--- src/rtl/pid_lfd_pkg.sv ---
// ----------------------------------------------------------------------------
// PID line follower drive: shared package
// Types and constants shared by the drive controller and its MAC unit.
// ----------------------------------------------------------------------------
package pid_lfd_pkg;

    // Control word for the shared multiply-accumulate unit.
    typedef struct packed {
        logic en;
        logic clr;
        logic sh16;
    } mac_op_t;

    localparam int unsigned MAC_A_W   = 33;
    localparam int unsigned MAC_B_W   = 18;
    localparam int unsigned MAC_ACC_W = 64;

    // Configuration register indexes.
    localparam logic [2:0] CFG_SETPOINT   = 3'd0;
    localparam logic [2:0] CFG_P_GAIN     = 3'd1;
    localparam logic [2:0] CFG_I_GAIN     = 3'd2;
    localparam logic [2:0] CFG_D_GAIN     = 3'd3;
    localparam logic [2:0] CFG_BASE_LEFT  = 3'd4;
    localparam logic [2:0] CFG_BASE_RIGHT = 3'd5;
    localparam logic [2:0] CFG_STOP_DIST  = 3'd6;

    // Reset values of the configuration registers.
    localparam logic [11:0] RST_SETPOINT   = 12'd2000;
    localparam logic [15:0] RST_P_GAIN     = 16'd85;
    localparam logic [15:0] RST_I_GAIN     = 16'd8;
    localparam logic [15:0] RST_D_GAIN     = 16'd538;
    localparam logic [15:0] RST_BASE_LEFT  = 16'd27525;
    localparam logic [15:0] RST_BASE_RIGHT = 16'd26214;
    localparam logic [8:0]  RST_STOP_DIST  = 9'd30;

    // Duty threshold (0.15) and floor duty (0.16), Q0.16.
    localparam logic [15:0] DUTY_THRESHOLD = 16'd9830;
    localparam logic [15:0] DUTY_FLOOR     = 16'd10486;

endpackage

--- src/rtl/pid_lfd_mac.sv ---
// ----------------------------------------------------------------------------
// PID line follower drive: shared multiply-accumulate unit
// One signed 33x18 multiplier feeding a 64-bit accumulator register.
// ----------------------------------------------------------------------------
module pid_lfd_mac
(
    input  logic                                      clk,
    input  logic                                      rst_n,
    input  pid_lfd_pkg::mac_op_t                      op,
    input  logic signed [pid_lfd_pkg::MAC_A_W-1:0]    a,
    input  logic signed [pid_lfd_pkg::MAC_B_W-1:0]    b,
    output logic signed [pid_lfd_pkg::MAC_ACC_W-1:0]  acc
);
    import pid_lfd_pkg::*;

    logic signed [MAC_A_W+MAC_B_W-1:0] prod;
    logic signed [MAC_ACC_W-1:0]       prod_ext;
    logic signed [MAC_ACC_W-1:0]       addend;
    logic signed [MAC_ACC_W-1:0]       acc_reg;
    logic signed [MAC_ACC_W-1:0]       acc_next;

    always_comb
    begin
        prod     = a * b;
        prod_ext = MAC_ACC_W'(prod);
        addend   = op.sh16 ? (prod_ext <<< 16) : prod_ext;
        acc_next = op.clr ? addend : (acc_reg + addend);
    end

    always_ff @(posedge clk or negedge rst_n)
    begin
        if (!rst_n)
        begin
            acc_reg <= '0;
        end
        else if (op.en)
        begin
            acc_reg <= acc_next;
        end
    end

    assign acc = acc_reg;

endmodule

--- src/rtl/pid_line_follow_drive_unit.sv ---
// ----------------------------------------------------------------------------
// PID line follower differential drive unit
// Steps: prepare, P/I/D multiplies, scale, base multiply, reciprocal lo/hi, duty, done;
// a zero control value goes from scale, an obstacle stop from prepare, straight to done.
// Six passes use the single shared MAC; a result held by the sink delays the next request.
// Reset: asynchronous active low; configuration registers return to defaults, PID state
// clears to zero, and the block is ready in the first cycle after reset.
// ----------------------------------------------------------------------------
module pid_line_follow_drive_unit
#(
    parameter int unsigned FULL_SCALE = 550
)
(
    input  logic        clk,
    input  logic        rst_n,
    input  logic        s_axis_tvalid,
    output logic        s_axis_tready,
    // line_position [11:0], obstacle_cm [20:12], zero [23:21]
    input  logic [23:0] s_axis_tdata,
    output logic        m_axis_tvalid,
    input  logic        m_axis_tready,
    // left_duty [15:0], right_duty [31:16], control_value [47:32]
    output logic [47:0] m_axis_tdata,
    // obstacle_stop [0]
    output logic        m_axis_tuser,
    input  logic        cfg_we,
    input  logic [2:0]  cfg_index,
    input  logic [15:0] cfg_data
);
    import pid_lfd_pkg::*;

    localparam int unsigned REC_L = $clog2(FULL_SCALE);
    localparam int unsigned REC_K = 31 + REC_L;
    localparam logic [63:0] REC_M =
        ((64'd1 << REC_K) + 64'(FULL_SCALE) - 64'd1) / 64'(FULL_SCALE);

    typedef enum logic [3:0] {
        ST_IDLE,
        ST_PREP,
        ST_MUL_P,
        ST_MUL_I,
        ST_MUL_D,
        ST_SCALE,
        ST_MUL_BASE,
        ST_REC_LO,
        ST_REC_HI,
        ST_DUTY,
        ST_DONE
    } state_t;

    state_t state_reg;

    logic [11:0] setpoint_reg;
    logic [15:0] p_gain_reg;
    logic [15:0] i_gain_reg;
    logic [15:0] d_gain_reg;
    logic [15:0] base_left_reg;
    logic [15:0] base_right_reg;
    logic [8:0]  stop_dist_reg;

    logic signed [31:0] error_sum_reg;
    logic signed [12:0] prev_error_reg;

    logic [11:0]        pos_reg;
    logic [8:0]         dist_reg;
    logic signed [12:0] err_reg;
    logic signed [13:0] deriv_reg;
    logic signed [15:0] value_reg;
    logic [15:0]        mag_reg;
    logic               slow_left_reg;
    logic [30:0]        x_reg;
    logic [15:0]        left_reg;
    logic [15:0]        right_reg;
    logic               stop_reg;

    logic        out_valid_reg;
    logic [47:0] out_data_reg;
    logic        out_user_reg;

    mac_op_t                      mac_op;
    logic signed [MAC_A_W-1:0]    mac_a;
    logic signed [MAC_B_W-1:0]    mac_b;
    logic signed [MAC_ACC_W-1:0]  mac_acc;

    logic signed [12:0] err_next;
    logic signed [13:0] deriv_next;
    logic signed [32:0] sum_wide;
    logic signed [31:0] error_sum_next;
    logic signed [63:0] raw_adj;
    logic signed [63:0] raw_quo;
    logic signed [15:0] value_next;
    logic [16:0]        neg_value;
    logic [15:0]        mag_next;
    logic [63:0]        rec_quo;
    logic [15:0]        slow_base;
    logic signed [33:0] cand;
    logic [15:0]        duty_next;

    pid_lfd_mac u_mac
    (
        .clk   (clk),
        .rst_n (rst_n),
        .op    (mac_op),
        .a     (mac_a),
        .b     (mac_b),
        .acc   (mac_acc)
    );

    always_comb
    begin
        err_next   = $signed({1'b0, pos_reg}) - $signed({1'b0, setpoint_reg});
        deriv_next = 14'(err_next) - 14'(prev_error_reg);
        sum_wide   = 33'(error_sum_reg) + 33'(err_next);
        if (sum_wide[32] != sum_wide[31])
        begin
            error_sum_next = sum_wide[32] ? 32'sh8000_0000 : 32'sh7FFF_FFFF;
        end
        else
        begin
            error_sum_next = sum_wide[31:0];
        end

        raw_adj = mac_acc[63] ? (mac_acc + 64'sd255) : mac_acc;
        raw_quo = raw_adj >>> 8;
        if (raw_quo > 64'sd32767)
        begin
            value_next = 16'sh7FFF;
        end
        else if (raw_quo < -64'sd32768)
        begin
            value_next = 16'sh8000;
        end
        else
        begin
            value_next = raw_quo[15:0];
        end
        neg_value = 17'd0 - {value_next[15], value_next};
        mag_next  = value_next[15] ? neg_value[15:0] : value_next;

        slow_base = slow_left_reg ? base_left_reg : base_right_reg;
        rec_quo   = $unsigned(mac_acc) >> REC_K;
        cand      = $signed({18'd0, slow_base}) - $signed({2'd0, rec_quo[31:0]});
        if (cand < $signed({18'd0, DUTY_THRESHOLD}))
        begin
            duty_next = DUTY_FLOOR;
        end
        else
        begin
            duty_next = cand[15:0];
        end
    end

    always_comb
    begin
        mac_op = '0;
        mac_a  = '0;
        mac_b  = '0;
        unique case (state_reg)
            ST_MUL_P:
            begin
                mac_op = '{en: 1'b1, clr: 1'b1, sh16: 1'b0};
                mac_a  = MAC_A_W'(err_reg);
                mac_b  = $signed({2'd0, p_gain_reg});
            end
            ST_MUL_I:
            begin
                mac_op = '{en: 1'b1, clr: 1'b0, sh16: 1'b0};
                mac_a  = MAC_A_W'(error_sum_reg);
                mac_b  = $signed({2'd0, i_gain_reg});
            end
            ST_MUL_D:
            begin
                mac_op = '{en: 1'b1, clr: 1'b0, sh16: 1'b0};
                mac_a  = MAC_A_W'(deriv_reg);
                mac_b  = $signed({2'd0, d_gain_reg});
            end
            ST_MUL_BASE:
            begin
                mac_op = '{en: 1'b1, clr: 1'b1, sh16: 1'b0};
                mac_a  = $signed({17'd0, mag_reg});
                mac_b  = $signed({2'd0, slow_base});
            end
            ST_REC_LO:
            begin
                mac_op = '{en: 1'b1, clr: 1'b1, sh16: 1'b0};
                mac_a  = $signed({2'd0, mac_acc[30:0]});
                mac_b  = $signed({2'd0, REC_M[15:0]});
            end
            ST_REC_HI:
            begin
                mac_op = '{en: 1'b1, clr: 1'b0, sh16: 1'b1};
                mac_a  = $signed({2'd0, x_reg});
                mac_b  = $signed({2'd0, REC_M[31:16]});
            end
            default:
            begin
                mac_op = '0;
            end
        endcase
    end

    always_ff @(posedge clk or negedge rst_n)
    begin
        if (!rst_n)
        begin
            state_reg      <= ST_IDLE;
            setpoint_reg   <= RST_SETPOINT;
            p_gain_reg     <= RST_P_GAIN;
            i_gain_reg     <= RST_I_GAIN;
            d_gain_reg     <= RST_D_GAIN;
            base_left_reg  <= RST_BASE_LEFT;
            base_right_reg <= RST_BASE_RIGHT;
            stop_dist_reg  <= RST_STOP_DIST;
            error_sum_reg  <= '0;
            prev_error_reg <= '0;
            out_valid_reg  <= 1'b0;
        end
        else
        begin
            if (cfg_we)
            begin
                unique case (cfg_index)
                    CFG_SETPOINT:   setpoint_reg   <= cfg_data[11:0];
                    CFG_P_GAIN:     p_gain_reg     <= cfg_data;
                    CFG_I_GAIN:     i_gain_reg     <= cfg_data;
                    CFG_D_GAIN:     d_gain_reg     <= cfg_data;
                    CFG_BASE_LEFT:  base_left_reg  <= cfg_data;
                    CFG_BASE_RIGHT: base_right_reg <= cfg_data;
                    CFG_STOP_DIST:  stop_dist_reg  <= cfg_data[8:0];
                    default:        ;
                endcase
            end

            if (out_valid_reg && m_axis_tready && state_reg != ST_DONE)
            begin
                out_valid_reg <= 1'b0;
            end

            unique case (state_reg)
                ST_IDLE:
                begin
                    if (s_axis_tvalid)
                    begin
                        pos_reg   <= s_axis_tdata[11:0];
                        dist_reg  <= s_axis_tdata[20:12];
                        state_reg <= ST_PREP;
                    end
                end
                ST_PREP:
                begin
                    if (dist_reg <= stop_dist_reg)
                    begin
                        left_reg  <= '0;
                        right_reg <= '0;
                        stop_reg  <= 1'b1;
                        value_reg <= '0;
                        state_reg <= ST_DONE;
                    end
                    else
                    begin
                        left_reg       <= base_left_reg;
                        right_reg      <= base_right_reg;
                        stop_reg       <= 1'b0;
                        err_reg        <= err_next;
                        deriv_reg      <= deriv_next;
                        error_sum_reg  <= error_sum_next;
                        prev_error_reg <= err_next;
                        state_reg      <= ST_MUL_P;
                    end
                end
                ST_MUL_P:
                begin
                    state_reg <= ST_MUL_I;
                end
                ST_MUL_I:
                begin
                    state_reg <= ST_MUL_D;
                end
                ST_MUL_D:
                begin
                    state_reg <= ST_SCALE;
                end
                ST_SCALE:
                begin
                    value_reg     <= value_next;
                    mag_reg       <= mag_next;
                    slow_left_reg <= value_next[15];
                    if (value_next == 16'sd0)
                    begin
                        state_reg <= ST_DONE;
                    end
                    else
                    begin
                        state_reg <= ST_MUL_BASE;
                    end
                end
                ST_MUL_BASE:
                begin
                    state_reg <= ST_REC_LO;
                end
                ST_REC_LO:
                begin
                    x_reg     <= mac_acc[30:0];
                    state_reg <= ST_REC_HI;
                end
                ST_REC_HI:
                begin
                    state_reg <= ST_DUTY;
                end
                ST_DUTY:
                begin
                    if (slow_left_reg)
                    begin
                        left_reg <= duty_next;
                    end
                    else
                    begin
                        right_reg <= duty_next;
                    end
                    state_reg <= ST_DONE;
                end
                ST_DONE:
                begin
                    if (!out_valid_reg || m_axis_tready)
                    begin
                        out_valid_reg <= 1'b1;
                        out_data_reg  <= {value_reg, right_reg, left_reg};
                        out_user_reg  <= stop_reg;
                        state_reg     <= ST_IDLE;
                    end
                end
                default:
                begin
                    state_reg <= ST_IDLE;
                end
            endcase
        end
    end

    assign s_axis_tready = (state_reg == ST_IDLE);
    assign m_axis_tvalid = out_valid_reg;
    assign m_axis_tdata  = out_data_reg;
    assign m_axis_tuser  = out_user_reg;

endmodule
--- config.mk ---
export PLATFORM = sky130hd
export DESIGN_NAME = pid_line_follow_drive_unit
export DESIGN_NICKNAME = d
export VERILOG_FILES = /design/src/rtl/pid_lfd_pkg.sv /design/src/rtl/pid_lfd_mac.sv /design/src/rtl/pid_line_follow_drive_unit.sv
export SDC_FILE = /design/constraint.sdc
export NUM_CORES = 2
export LEC_CHECK = 0
export ABC_CLOCK_PERIOD_IN_PS = 12900
export BUFFER_PORTS_ARGS = -buffer_cell sky130_fd_sc_hd__buf_2
export CAP_MARGIN = 10
export CORE_AREA = 10 10 368 370
export CTS_CLUSTER_DIAMETER = 40
export DETAILED_ROUTE_END_ITERATION = 12
export DIE_AREA = 0 0 378 380
export GPL_ROUTABILITY_DRIVEN = 0
export SYNTH_ARGS = -nofsm -noshare
export SYNTH_HDL_FRONTEND = slang
export SYNTH_SLANG_ARGS = --single-unit
--- constraint.sdc ---
create_clock -name clk -period 12.9 [get_ports clk]
set_clock_uncertainty 0.2 [all_clocks]
set_input_delay 0.645 -clock clk [delete_from_list [all_inputs] [get_ports clk]]
set_output_delay 0.645 -clock clk [all_outputs]
set_load 0.005 [all_outputs]
# [Word level (Yosys, flattened, before mapping)]
# Index checks and enable logic that the tools add are counted.
[word_totals] register_bits=409 latch_bits=0 ram_bits=0 mem_bits_ro=0 inputBits=48 output_inout_bits=51 memories=0
[classes] n_addsub=7 n_mul=1 div=0 order_cmp=4 n_eq_ne=23 shift=0 mux=30 bitwise=1 reduce_logical=29
[op_table] operator="$pmux 33 s6" count=1
[op_table] operator="$mux 64" count=3
[op_table] operator="$mux 16" count=9
[op_table] operator="$pmux 16 s2" count=3
[op_table] operator="$pmux 16 s6" count=1
[op_table] operator="$add 64x64->64" count=1
[op_table] operator="$add 64x9->64 const B" count=1
[op_table] operator="$mux 32" count=2
[op_table] operator="$gt 56x16->1 const B" count=1
[op_table] operator="$lt 56x16->1 const B" count=1
[op_table] operator="$mul 33x17->50" count=1
[op_table] operator="$pmux 4 s11" count=1
[op_table] operator="$add 32x13->33" count=1
[op_table] operator="$lt 24x15->1 const B" count=1
[op_table] operator="$reduce_and 2->1" count=12
[op_table] operator="$sub 16x23->24" count=1
[op_table] operator="$reduce_and 3->1" count=6
[op_table] operator="$eq 4x3->1 const B" count=4
[op_table] operator="$logic_not 16->1" count=1
[op_table] operator="$mux 4" count=4
[op_table] operator="$sub 1x16->16 const A" count=1
[op_table] operator="$mux 15" count=1
[op_table] operator="$sub 13x13->14" count=1
[op_table] operator="$sub 12x12->13" count=1
[op_table] operator="21 further kinds" count=36

# [Longest topological paths before layout]
[depth] depth_word=8 mapped_depth=48

# [Cells and area by module]
# A second synthesis with hierarchy kept.
[hier_totals] cells_unflattened=5150 hier_area_um2=47377.9
[by_module_without_submodules] mod="pid_lfd_mac" n_inst=1 cells_per_inst=3282 area_per_inst_um2=27724.1
[by_module_without_submodules] mod="pid_line_follow_drive_unit" n_inst=1 cells_per_inst=1868 area_per_inst_um2=19653.8

# [Least setup slack after synthesis]
# No wires, ideal clock.
[synth_timing] path_type="register to register" start="register state_reg[0]" end="register u_mac.acc_reg[63], in the netlist u_mac.acc[63]" setup_time_ns=0.127 arrival_ns=10.547 required_ns=12.573 setup_slack_ns=2.026 path_stages_with_launch=42 path_buffers=6 period_less_slack_ns=10.874 path_cell_list="dfrtp_1 > buf_1 > nand2_1 > nor3_1 > clkbuf_1 > clkbuf_1 > a22oi_1 > nand4_1 > clkbuf_1 > nand2_1 > fa_1 > inv_1 > fa_1 > fa_1 > fa_1 > fa_1 > inv_1 > fa_1 > [... 6 more ...] > nor3_1 > nor3_1 > a21o_1 > a21oi_1 > xor2_1 > mux2i_1 > ha_1 > clkbuf_1 > a21o_1 > a21oi_1 > nor2_1 > a211o_1 > a21oi_1 > o221ai_1 > a41o_1 > or3_1 > a21oi_1 > a211oi_1"
[synth_between] elab_chain_cells=6
[synth_rtl] item="start, declared" line="pid_line_follow_drive_unit.sv:51" rtl="state_t state_reg;"
[synth_rtl] item="start signal, assigned" line="pid_line_follow_drive_unit.sv:206" rtl="state_reg <= ST_IDLE;"
[synth_rtl] item="start signal, assigned" line="pid_line_follow_drive_unit.sv:246" rtl="state_reg <= ST_PREP;"
[synth_rtl] item="start signal, assigned" line="pid_line_follow_drive_unit.sv:257" rtl="state_reg <= ST_DONE;"
[synth_rtl] item="$eq 4x4->1, or another cell as far along" line="pid_line_follow_drive_unit.sv:158" rtl="unique case (state_reg)"
[synth_rtl] item="$pmux 33 s6, or another cell as far along" line="pid_line_follow_drive_unit.sv:158"
[synth_rtl] item="$mul 33x17->50 / $pmux 3 s3 (equally long branches)" line="pid_lfd_mac.sv:24, pid_line_follow_drive_unit.sv:158"
[synth_rtl] item="$mux 64" line="pid_lfd_mac.sv:26" rtl="addend = op.sh16 ? (prod_ext <<< 16) : prod_ext;"
[synth_rtl] item="$add 64x64->64" line="pid_lfd_mac.sv:27" rtl="acc_next = op.clr ? addend : (acc_reg + addend);"
[synth_rtl] item="$mux 64" line="pid_lfd_mac.sv:27"
[synth_rtl] item="end signal, assigned" line="pid_lfd_mac.sv:38" rtl="acc_reg <= acc_next;"
[synth_rtl] item="end, declared" line="pid_lfd_mac.sv:19" rtl="logic signed [MAC_ACC_W-1:0] acc_reg;"
# Several ways; a longest one is shown, not always the timed one.
# A chain may end at the register's enable or synchronous reset.

# [Final worst setup path]
# Same ends and word-level chain as after synthesis.

==> results.md <==
- Status: finished clean
- Worst reg2reg startpoint: state_reg[0]
- Initial antenna violation count: 7
- Yosys cell types: 89
- CTS Buffer Depth: 3
- FFs w/ async S/R, synth: 52.6%
- Synth cell count leaders: inv_1, nand2_1, fa_1, nor2_1, ha_1
- Io pins: 99
- Clock root cell: clkbuf_16
- Largest net degree at the start of global routing: 89
- Footprint of the multi-input gates: 0.0300 sq mm
- Mux contribution to synthesized area: 3.44%
- Largest family of logic cells by synthesized area: adder cells
- Post-Synth Simple-Gate Area: 15.8%
- TritonCTS clock tree: yes
- Slew headroom: 25.1%
- Via density: 5.45
- Worst-Margin Slew: 1.12 ns
- Final setup violation count: 0
- WL per Instance: 21.5 microns
- Compound-Gate Fraction of Synth Area: 13.3%
- Synthesized netlist cell count: 4,933
- Initial drt markers: 3,295
- Final nets: 5,868
- CTS Buf Count: 79
- Register area: 0.0112 sq mm
- Clk sinks: 409
- # H-tree levels: 3
- CP max FO: 23
- First-pass detailed-route iteration total: 7
- Sequential share of the synthesized area: 25.2%
- R2r worst-path depth: 42
- I/O Buffers: 95
- Worst Hold Class: in -> reg
- GRT Util Overall: 20.1%
- Slowest cell delay on critical path: 0.74 ns
- Die ar.: 0.144 sq mm
- Most frequent cell after synthesis: inv_1
- ANT nets after route: 0
- Fraction of layout cells with a size suffix above 1: 12.2%
- CP Data Required Time: 13.20 ns
- Family with the most delay on the worst path: compound AO/OA/AOI/OAI gates
- Critical path class: reg -> reg
- GR Overflow Total: 0
- Slew Viols, Final: 0
- Mapped cell area: 0.0446 sq mm
- Min Clock Period, post-route: 12.39 ns
- Die height: 380 microns
- # rows: 132
- Top cells by area, synth: fa_1, edfxtp_1, dfrtp_1
- Final WL: 146,000 microns
- Hold_sp: cfg_data[9]
- Primary FF master, synth: edfxtp_1
- Worst Hold Depth: 3
- Arr. time, crit path: 12.70 ns
- Worst Path Buf+Inv: 8
- Cell taking the most area after synthesis: fa_1
- Clk slew on worst S/H paths: 0.05 ns
- First-pass GRT wire length: 225,000 microns
- Vias in the first global route: 37,400
- RSZ-0062 raised after global routing: false
- Max cap viols: 0
- Total core area: 0.128 sq mm
- Max reg flops: 64
- Die W: 378 microns
- Final hold violations: 0
- Worst R2R Setup Slack: 0.51 ns
- Post-Synth Adder-Cell Area: 30.5%
- CP Launch Type: flip-flop
- EDFF count, synth: 194
- Synth top area share: 22.4%
- Fmax achieved: 80.7 MHz
- Synth Warn #: 0
- Synth Area in XOR/XNOR: 3.75%
- # fillers: 12,700
- Worst R2R End: u_mac.acc[63]
- Setup TNS: 0 ns
- HPWL Detailed: 115,000 microns
- Drc violations: 0
- Via count: 37,100
- Worst path slowest cell: and3_1
- Starting density of the core: 34.7%
- Area grow syn2layout: 13.6%
- Crit. End Element: flip-flop
- Clk_lat worst skew: 0.65 ns
- Synthesized area per cell: 9.04 sq um
- Syn_nets: 5,749
- Final period utilization: 96.1%
- Hold endpoint: setpoint_reg[9]
- Synth Register Bits: 409
## cells by family after synthesis
kind of cell | count (synthesis)
AO/OA/AOI/OAI | 925
multiplexers | 138
adder cells (fa/ha/maj) | 794
buffers and inverters | 940
AND/OR/NAND/NOR | 1536
flip-flops | 409
XOR/XNOR | 191
## layout make-up
| type | count | area share [%] |
|---|---|---|
| clock inverter | 57 | 1.43 |
| antenna | 4 | 0.0198 |
| clock buffer | 91 | 4.07 |
| timing repair buffer | 266 | 3.67 |
| multi-input combinational | 3584 | 59.2 |
| sequential | 409 | 22.2 |
| tap | 1675 | 4.14 |
| inverter | 712 | 5.27 |
## through the flow
| stage | hold WS (ns) | cell area [sq um] | util [%] | cells | worst slack, ns |
|---|---|---|---|---|---|
| after global placement | 0.201 | 47600 | 37.0 | 6622 | 0.567 |
| after global routing | 0.171 | 50700 | 39.4 | 6794 | 0.0818 |
| after CTS | 0.134 | 50600 | 39.4 | 6792 | 0.424 |
| after floorplan | 0.149 | 44600 | - | 4933 | 2.03 |
| final | 0.158 | 50700 | 39.4 | 6798 | 0.508 |
| after detailed placement | 0.205 | 47600 | 37.0 | 6622 | 0.439 |
## cell usage in the layout, fill, tap and decap left out, types with 12 or more instances in the layout
master         instances
a31oi_1               25
buf_4                146
o21a_1                27
fa_1                 498
nor3_1                53
dlygate4sd3_1         22
maj3_1                26
o21ai_0              210
o211ai_1              15
and4_1                29
mux2_2               121
clkbuf_16             80
mux2i_1               17
inv_6                 14
buf_2                 94
edfxtp_1             194
nand3_1               68
nor2_1               442
nand4_1               68
and2_1                37
xnor2_1              109
a21oi_1              246
nor4_1                28
a21o_1               116
dfrtp_1              180
nor2b_1               35
a22oi_1               74
and3_1                32
inv_1                712
o21bai_1              27
ha_1                 270
nand2_1              604
or3_1                 22
a211o_1               13
xor2_1                81
a221o_1               17
nand2b_1              29
dfstp_2               35
or4_1                 12
a211oi_1              33
## layer usage
layer | GRT usage, % | wire length, microns | vias up
li1 | - | - | 16800
met1 | 26.1 | 59900 | 18400
met2 | 31.6 | 65900 | 1536
met4 | 8.81 | 7150 | 2
met5 | 0 | 17 | -
met3 | 4.58 | 13400 | 352
## what timing repair did
action,4_1_cts,5_1_grt
endpoints found under the setup margin,0,10
resized for setup,0,18
hold buffers,22,0
hold endpoints to repair,81,0
buffers inserted,0,1
## worst max path at each step
stage	from	slack (ns)	cells after the start	endpoint
6_report	state_reg[0]	0.51	42	u_mac.acc[63]
5_1_grt	state_reg[0]	0.08	42	u_mac.acc[62]
4_1_cts	state_reg[0]	0.42	43	u_mac.acc[54]
3_5_place_dp	state_reg[0]	0.44	43	u_mac.acc[54]
3_3_place_gp	state_reg[0]	0.57	43	u_mac.acc[54]
2_1_floorplan	state_reg[0]	2.03	41	u_mac.acc[63]
## worst register-to-register path: cells and delay by family (launching register included)
family	cells	cell delay, ns
adder cells (fa/ha/maj)	8	3.61
AND/OR/NAND/NOR	9	2.19
flip-flops	1	0.66
AO/OA/AOI/OAI	16	3.80
buffers and inverters	8	1.31
XOR/XNOR	1	0.53
Power is left out: the tool's default activity adds up to more than one toggle a clock period on the data nets, which glitch-free logic cannot reach.
